**src/hw/rtl/c11enc_pkg.sv**
```systemverilog
// Types, constants and symbol tables for the Code 11 module encoder
package c11enc_pkg;

    localparam int MAX_CHARS  = 255;
    localparam int CHAR_CNT_W = $clog2(MAX_CHARS + 1);

    localparam logic [1:0] KIND_START = 2'd0;
    localparam logic [1:0] KIND_CHAR  = 2'd1;
    localparam logic [1:0] KIND_STOP  = 2'd2;

    localparam logic [3:0]  MARKER_SLOT = 4'd8;
    localparam logic [11:0] COUNT_MAX   = 12'hFFF;

    typedef struct packed {
        logic [1:0] kind;
        logic [7:0] char_code;
    } in_word_t;

    typedef struct packed {
        logic        module_res;
        logic        error;
        logic        last;
        logic [11:0] total_modules;
    } out_word_t;

    // Work handed from the front to the back: bits left-aligned, gap included but for the stop
    typedef struct packed {
        logic [7:0] bits;
        logic [3:0] len;
        logic       clear;
        logic       stop;
        logic       err_stop;
    } cmd_t;

    typedef struct packed {
        logic       hit;
        logic [3:0] slot;
    } lookup_t;

    function automatic lookup_t symbol_lookup(input logic [7:0] code);
        lookup_t r;
        r.hit  = 1'b1;
        r.slot = 4'd0;
        case (code)
            8'h31:   r.slot = 4'd0;
            8'h32:   r.slot = 4'd1;
            8'h33:   r.slot = 4'd2;
            8'h34:   r.slot = 4'd3;
            8'h35:   r.slot = 4'd4;
            8'h36:   r.slot = 4'd5;
            8'h37:   r.slot = 4'd6;
            8'h38:   r.slot = 4'd7;
            8'h2A:   r.slot = 4'd8;
            8'h39:   r.slot = 4'd9;
            8'h30:   r.slot = 4'd10;
            8'h2D:   r.slot = 4'd11;
            default: r.hit  = 1'b0;
        endcase
        return r;
    endfunction

    function automatic logic [6:0] bar_pattern(input logic [3:0] slot);
        logic [6:0] p;
        case (slot)
            4'd0:    p = 7'h6B;
            4'd1:    p = 7'h4B;
            4'd2:    p = 7'h65;
            4'd3:    p = 7'h5B;
            4'd4:    p = 7'h6D;
            4'd5:    p = 7'h4D;
            4'd6:    p = 7'h53;
            4'd7:    p = 7'h69;
            4'd8:    p = 7'h59;
            4'd9:    p = 7'h35;
            4'd10:   p = 7'h2B;
            4'd11:   p = 7'h2D;
            default: p = 7'h00;
        endcase
        return p;
    endfunction

endpackage

```
**src/hw/rtl/code11_barcode_module_encoder_top.sv**
```systemverilog
// Top level of the Code 11 module encoder
//
//   port group   direction   payload      handshake
//   s_*          in          in_word_t    s_valid / s_ready
//   m_*          out         out_word_t   m_valid / m_ready
//
// One module word leaves per cycle unless m_ready holds it back; a character gives 7 or 8 words, the start
// item 8, the stop item 7 (1 after an error), set by the single serialiser.
// Items that give no words are taken at the input and send nothing to the output.
// Reset is synchronous and clears the barcode state, the queue and the output.
// A two-command queue lets the input run ahead while the output is stalled.
module code11_barcode_module_encoder_top import c11enc_pkg::*; (
    input  logic      aclk,
    input  logic      aresetn,
    input  logic      s_valid,
    output logic      s_ready,
    input  in_word_t  s_data,
    output logic      m_valid,
    input  logic      m_ready,
    output out_word_t m_data
);

    logic q_push, q_full, q_pop, q_empty;
    cmd_t q_cmd, q_head;

    c11enc_front u_front (
        .aclk    (aclk),
        .aresetn (aresetn),
        .s_valid (s_valid),
        .s_ready (s_ready),
        .s_data  (s_data),
        .q_full  (q_full),
        .q_push  (q_push),
        .q_cmd   (q_cmd)
    );

    c11enc_queue u_queue (
        .aclk     (aclk),
        .aresetn  (aresetn),
        .push     (q_push),
        .push_cmd (q_cmd),
        .full     (q_full),
        .pop      (q_pop),
        .empty    (q_empty),
        .head     (q_head)
    );

    c11enc_back u_back (
        .aclk    (aclk),
        .aresetn (aresetn),
        .q_empty (q_empty),
        .q_head  (q_head),
        .q_pop   (q_pop),
        .m_valid (m_valid),
        .m_ready (m_ready),
        .m_data  (m_data)
    );

endmodule

```
**src/hw/rtl/c11enc_front.sv**
```systemverilog
// Front end: accepts input words, tracks per-barcode state, issues commands
module c11enc_front import c11enc_pkg::*; (
    input  logic     aclk,
    input  logic     aresetn,
    input  logic     s_valid,
    output logic     s_ready,
    input  in_word_t s_data,
    input  logic     q_full,
    output logic     q_push,
    output cmd_t     q_cmd
);

    logic                  error_seen_reg, error_seen_next;
    logic [CHAR_CNT_W-1:0] char_cnt_reg, char_cnt_next;
    logic                  accept;
    lookup_t               lk;
    logic [6:0]            pat;
    logic [6:0]            marker;

    assign s_ready = !q_full;
    assign accept  = s_valid && s_ready;
    assign lk      = symbol_lookup(s_data.char_code);
    assign pat     = bar_pattern(lk.slot);
    assign marker  = bar_pattern(MARKER_SLOT);

    always_comb begin
        error_seen_next = error_seen_reg;
        char_cnt_next   = char_cnt_reg;
        q_push          = 1'b0;
        q_cmd           = '0;
        if (accept) begin
            case (s_data.kind)
                KIND_START: begin
                    error_seen_next = 1'b0;
                    char_cnt_next   = '0;
                    q_push          = 1'b1;
                    q_cmd.bits      = {marker, 1'b0};
                    q_cmd.len       = 4'd8;
                    q_cmd.clear     = 1'b1;
                end
                KIND_CHAR: begin
                    if (!error_seen_reg) begin
                        if (!lk.hit) begin
                            error_seen_next = 1'b1;
                        end else if (char_cnt_reg < CHAR_CNT_W'(MAX_CHARS)) begin
                            char_cnt_next = char_cnt_reg + CHAR_CNT_W'(1);
                            q_push        = 1'b1;
                            // slots past the marker have six-module patterns
                            if (lk.slot > MARKER_SLOT) begin
                                q_cmd.bits = {pat[5:0], 2'b00};
                                q_cmd.len  = 4'd7;
                            end else begin
                                q_cmd.bits = {pat, 1'b0};
                                q_cmd.len  = 4'd8;
                            end
                        end
                    end
                end
                KIND_STOP: begin
                    q_push = 1'b1;
                    if (error_seen_reg) begin
                        q_cmd.len      = 4'd1;
                        q_cmd.err_stop = 1'b1;
                    end else begin
                        q_cmd.bits = {marker, 1'b0};
                        q_cmd.len  = 4'd7;
                        q_cmd.stop = 1'b1;
                    end
                end
                default: begin
                end
            endcase
        end
    end

    always_ff @(posedge aclk) begin
        if (!aresetn) begin
            error_seen_reg <= 1'b0;
            char_cnt_reg   <= '0;
        end else begin
            error_seen_reg <= error_seen_next;
            char_cnt_reg   <= char_cnt_next;
        end
    end

endmodule

```
**src/hw/rtl/c11enc_queue.sv**
```systemverilog
// Two-entry command queue between front and back
module c11enc_queue import c11enc_pkg::*; (
    input  logic aclk,
    input  logic aresetn,
    input  logic push,
    input  cmd_t push_cmd,
    output logic full,
    input  logic pop,
    output logic empty,
    output cmd_t head
);

    cmd_t       entry_reg [2];
    logic       wr_ptr_reg, wr_ptr_next;
    logic       rd_ptr_reg, rd_ptr_next;
    logic [1:0] count_reg, count_next;
    logic       do_push, do_pop;

    assign full    = (count_reg == 2'd2);
    assign empty   = (count_reg == 2'd0);
    assign do_push = push && !full;
    assign do_pop  = pop && !empty;
    assign head    = entry_reg[rd_ptr_reg];

    always_comb begin
        wr_ptr_next = wr_ptr_reg ^ do_push;
        rd_ptr_next = rd_ptr_reg ^ do_pop;
        count_next  = count_reg;
        if (do_push && !do_pop) begin
            count_next = count_reg + 2'd1;
        end else if (do_pop && !do_push) begin
            count_next = count_reg - 2'd1;
        end
    end

    always_ff @(posedge aclk) begin
        if (do_push) begin
            entry_reg[wr_ptr_reg] <= push_cmd;
        end
    end

    always_ff @(posedge aclk) begin
        if (!aresetn) begin
            wr_ptr_reg <= 1'b0;
            rd_ptr_reg <= 1'b0;
            count_reg  <= 2'd0;
        end else begin
            wr_ptr_reg <= wr_ptr_next;
            rd_ptr_reg <= rd_ptr_next;
            count_reg  <= count_next;
        end
    end

endmodule

```
**src/hw/rtl/c11enc_back.sv**
```systemverilog
// Back end: serialises commands into module words and keeps the module count
module c11enc_back import c11enc_pkg::*; (
    input  logic      aclk,
    input  logic      aresetn,
    input  logic      q_empty,
    input  cmd_t      q_head,
    output logic      q_pop,
    output logic      m_valid,
    input  logic      m_ready,
    output out_word_t m_data
);

    logic [7:0]  bits_reg, bits_next;
    logic [3:0]  len_reg, len_next;
    logic        stop_reg, stop_next;
    logic        err_reg, err_next;
    logic [11:0] count_reg, count_next;
    logic        out_valid_reg, out_valid_next;
    out_word_t   out_reg, out_next;
    logic        advance, emit, finishing, final_bit;
    logic [11:0] count_inc;

    assign advance   = !out_valid_reg || m_ready;
    assign emit      = advance && (len_reg != 4'd0);
    assign final_bit = (len_reg == 4'd1);
    assign finishing = (len_reg == 4'd0) || (emit && final_bit);
    assign q_pop     = finishing && !q_empty;
    assign count_inc = (count_reg == COUNT_MAX) ? count_reg : count_reg + 12'd1;

    always_comb begin
        bits_next      = bits_reg;
        len_next       = len_reg;
        stop_next      = stop_reg;
        err_next       = err_reg;
        count_next     = count_reg;
        out_next       = out_reg;
        out_valid_next = emit ? 1'b1 : (m_ready ? 1'b0 : out_valid_reg);
        if (emit) begin
            out_next.module_res    = bits_reg[7];
            out_next.error         = err_reg;
            out_next.last          = err_reg || (stop_reg && final_bit);
            out_next.total_modules = (!err_reg && stop_reg && final_bit) ? count_inc : 12'd0;
            // the error word after a failed barcode is not counted
            count_next = err_reg ? count_reg : count_inc;
            bits_next  = {bits_reg[6:0], 1'b0};
            len_next   = len_reg - 4'd1;
        end
        if (q_pop) begin
            bits_next = q_head.bits;
            len_next  = q_head.len;
            stop_next = q_head.stop;
            err_next  = q_head.err_stop;
            if (q_head.clear) begin
                count_next = 12'd0;
            end
        end
    end

    always_ff @(posedge aclk) begin
        bits_reg <= bits_next;
        stop_reg <= stop_next;
        err_reg  <= err_next;
        out_reg  <= out_next;
    end

    always_ff @(posedge aclk) begin
        if (!aresetn) begin
            len_reg       <= 4'd0;
            count_reg     <= 12'd0;
            out_valid_reg <= 1'b0;
        end else begin
            len_reg       <= len_next;
            count_reg     <= count_next;
            out_valid_reg <= out_valid_next;
        end
    end

    assign m_valid = out_valid_reg;
    assign m_data  = out_reg;

endmodule

```
**config.mk**
```make
export PLATFORM = sky130hd
export DESIGN_NAME = code11_barcode_module_encoder_top
export DESIGN_NICKNAME = d
export VERILOG_FILES = /design/src/hw/rtl/c11enc_pkg.sv /design/src/hw/rtl/code11_barcode_module_encoder_top.sv /design/src/hw/rtl/c11enc_front.sv /design/src/hw/rtl/c11enc_queue.sv /design/src/hw/rtl/c11enc_back.sv
export SDC_FILE = /design/constraint.sdc
export NUM_CORES = 1
export LEC_CHECK = 0
export BUFFER_PORTS_ARGS = -buffer_cell sky130_fd_sc_hd__buf_2
export CORE_MARGIN = 2
export CORE_UTILIZATION = 35
export DETAILED_ROUTE_END_ITERATION = 6
export PLACE_DENSITY = 0.49
export SYNTH_ARGS = -nofsm -noshare
export SYNTH_HDL_FRONTEND = slang
export SYNTH_SLANG_ARGS = --single-unit
```
**constraint.sdc**
```tcl
create_clock -name aclk -period 3.8 [get_ports aclk]
set_input_delay 0.76 -clock aclk [delete_from_list [all_inputs] [get_ports aclk]]
set_output_delay 0.76 -clock aclk [all_outputs]
set_load 0.02 [all_outputs]
```
==> run_results.csv <==
group,metric,value,unit
worst_setup_path,critical_path_arrival,2.94,ns
floorplanning,initial_utilization,36.19,%
cells_and_area,post_route_utilization,41.14,%
clocking,clk-insertion-delay-late,0.33,ns
worst_setup_path,regToRegSetupSlack,1.32,ns
timing,fmax,336.2,MHz
detailed_routing,route.antenna.remaining_nets,0,
detailed_routing,drt_first_iter_violations,92,
place,hpwlAfterDp,5889,um
grt,antenna_violations_before_repair,0,
place,io_buffers,30,
clocking,cts_root_buffer,"clkbuf_16",
worst_setup_path,timing.critical_path.slowest_cell_delay,0.60,ns
yosys,synth_adder_area_share,3.587,%
place,placed_area,4469,um^2
detailed_routing,drt-pass1-iter-count,4,
yosys,synth_area_leaders,"edfxtp_1 36%, dfxtp_1 15%, a21oi_1 4.1%",
floorplanning,core_area,11560,um^2
power,cellLeakagePower,1.679,nW
worst_setup_path,rr_worst_depth,6,
clocking,cts-buffers-inserted,9,
yosys,post-synth-top-count-cell,"edfxtp_1",
cells_and_area,design.final.nets,468,
yosys,synth.ff_latch_count,81,
cells_and_area,stdcell_area,4758,um^2
clocking,cts_tree,"built",
yosys,synthTopCellsByCount,"50 x edfxtp_1, 37 x nand2_1, 36 x nor2_1, 34 x a21oi_1, 31 x dfxtp_1",
worst_setup_path,crit_fanout,17,
yosys,syn_avg_cell_area,10.01,um^2
job,maxCapViolCount,0,
floorplanning,pin_count,31,
yosys,post_synth_and_or_nand_nor_area_fraction,21.52,%
grt,grt_pass1_wl,13760,um
power,ir_drop,0.0003117,V
detailed_routing,post_drt_via_cell_ratio,5.259,
timing,tightestPinTransition,0.7184,ns
worst_setup_path,cp-start-kind,"input pin",
yosys,synth-compound-area-share,12.02,%
floorplanning,dieArea,12850,um^2
grt,grt_max_degree,26,
yosys,synth_xor_area_share,4.604,%
floorplanning,cell_rows,39,
worst_setup_path,required_time_at_the_worst_slack_endpoint,3.76,ns
cells_and_area,antenna_cells_inserted,0,
worst_setup_path,critical_path.slowest_cell,"ha_1",
timing,fin_crit_share,78.28,%
clocking,tritoncts_num_sinks,81,
detailed_routing,drt_drc_violations_left,0,
yosys,synth_seq_area_share,50.70,%
detailed_routing,num_vias,3103,
yosys,synthesis.area,4185,um^2
worst_setup_path,class_of_the_most_critical_setup_path,"input pin to register",
place,gp_routability_congestion,0.8061,
place,dp_slack,0.4740,ns
min_path,min-delay-path-class,"register to register",
yosys,ys.flop_type,"edfxtp_1",
worst_setup_path,worst_setup_path_end_kind,"register",
grt,groute.usage.overall,13.34,%
cells_and_area,final_layout_size_suffix_gt1_share,13.65,%
worst_setup_path,crit_path_cell_trace,"buf_2, nor4b_4, o31ai_1, or4_1, a21oi_1, ha_1",
floorplanning,die_height,113.4,um
timing,finalSetupTns,0,ns
status,status,"finished, final reports clean",
timing,fin_skew,0.005770,ns
clocking,number_of_hold_buffers_added_after_cts,0,
yosys,synth_edf_count,50,
yosys,post_synth_mux_area_share,4.425,%
cells_and_area,largest_reg_flops,26,
cells_and_area,area_growth_syn_to_layout,13.69,%
worst_setup_path,start_of_the_worst_register_to_register_path,"u_front.char_cnt_reg[0]",
floorplanning,floorplan_die_width,113.4,um
timing,hold_slack,0.4239,ns
clocking,cts.repair.resized,0,
timing,setup_violations,0,
clocking,cts-htree-levels,3,
timing,finalCriticalPeriod,2.975,ns
yosys,synthesis.yosys.warnings,0,
worst_setup_path,crit_path_end,"u_queue.entry_reg[1][1]",
clocking,path_clk_slew,0.06,ns
yosys,post_synth_inst_count,418,
detailed_routing,detail_route.wirelength,8249,um
timing,finalHoldViolCount,0,
yosys,synth_top_area_cell,"edfxtp_1",
cells_and_area,fillerInstances,1161,
yosys,netlist-cell-type-count,55,
detailed_routing,avgRoutedWirePerCell,13.98,um
timing,slew_violations,0,
clocking,cts_buffer_depth,2,
power,power_per_cell_area,632.5,nW/um^2
worst_setup_path,critPathLaunch,"s_data[0]",
worst_setup_path,crit-reg2reg-capture,"u_queue.entry_reg[1][1]",
timing,relSlewSlack,52.04,%
yosys,post_synth_net_total,444,
timing,unrepaired_setup_endpoints_after_global_routing,"no",
yosys,async_reset_ff_share,0,%
grt,global_route.overflow_total,0,
timing,post-route-worst-setup-slack,0.8253,ns
yosys,dominant_combinational_cell_family_by_area_after_synthesis,"simple AND/OR/NAND/NOR gates",
grt,via_count_of_the_first_global_routing_pass,2811,
clocking,post-cts-setup-buffers,0,
yosys,synth_top_cell_area_share,35.87,%
cell families (layout without fill, tap and decap cells):
family	after synthesis	after routing
simple gates	169	169
fa+ha+maj	12	12
flops	81	81
mux	18	18
xor+xnor	22	22
buf+inv	34	63
compound gates	82	82
per-layer routing:
metal | global-route usage (%) | wire [um] | up-vias
li1 | - | - | 1575
met1 | 19.25 | 4258 | 1466
met2 | 19.56 | 3583 | 52
met3 | 3.107 | 272 | 10
met4 | 4.878 | 135 | 0
met5 | 0 | 0 | -
layout make-up:
type | instances | area (um^2) | area share (%)
Clock buffer | 11 | 232.7 | 4.891
Clock inverter | 5 | 56.30 | 1.183
Inverter | 12 | 45.04 | 0.9466
Multi-Input combinational cell | 303 | 1936 | 40.68
Sequential cell | 81 | 2122 | 44.60
Tap cell | 143 | 178.9 | 3.760
Timing Repair Buffer | 35 | 187.7 | 3.944
critical path: cells and delay by family:
| family | cells | cell delay [ns] |
|---|---|---|
| AOI/OAI and AO/OA | 2 | 0.45 |
| adders and majority gates | 1 | 0.60 |
| buffers and inverters | 1 | 0.20 |
| and+or+nand+nor | 2 | 0.92 |
per-stage QoR:
step	std cells	power, mW
3_5_place_dp	574	2.192
5_1_grt	590	3.203
4_1_cts	590	3.048
6_report	590	3.010
2_1_floorplan	418	1.948
3_3_place_gp	574	2.186
worst min-delay path by stage:
stage | startpoint | end | cells after the start
final | u_back.bits_reg[7] | u_back.m_data[14] | 0
after global routing | u_back.bits_reg[7] | u_back.m_data[14] | 0
after CTS | u_back.bits_reg[7] | u_back.m_data[14] | 0
after detailed placement | u_back.bits_reg[7] | u_back.m_data[14] | 0
after global placement | u_back.bits_reg[7] | u_back.m_data[14] | 0
after floorplan | u_back.bits_reg[7] | u_back.m_data[14] | 0
cell usage in the layout (no fill, tap or decap), types with 10 or more instances in the layout:
cell type / n
o21ai_0: 15
nand2_1: 37
ha_1: 12
buf_2: 30
nor3_1: 13
nor2b_1: 10
edfxtp_1: 50
xnor2_1: 15
dfxtp_1: 31
mux2i_1: 14
a21oi_1: 33
inv_1: 11
nand3_1: 20
nor2_1: 36
where the power goes:
| part | internal [mW] | switching (mW) | leakage (nW) |
|---|---|---|---|
| registers | 1.21 | 0.107 | 0.741 |
| clock network | 0.509 | 0.333 | 0.140 |
| logic | 0.315 | 0.540 | 0.798 |
| total | 2.03 | 0.980 | 1.68 |
No activity file was read; power rests on OpenSTA's default activity.
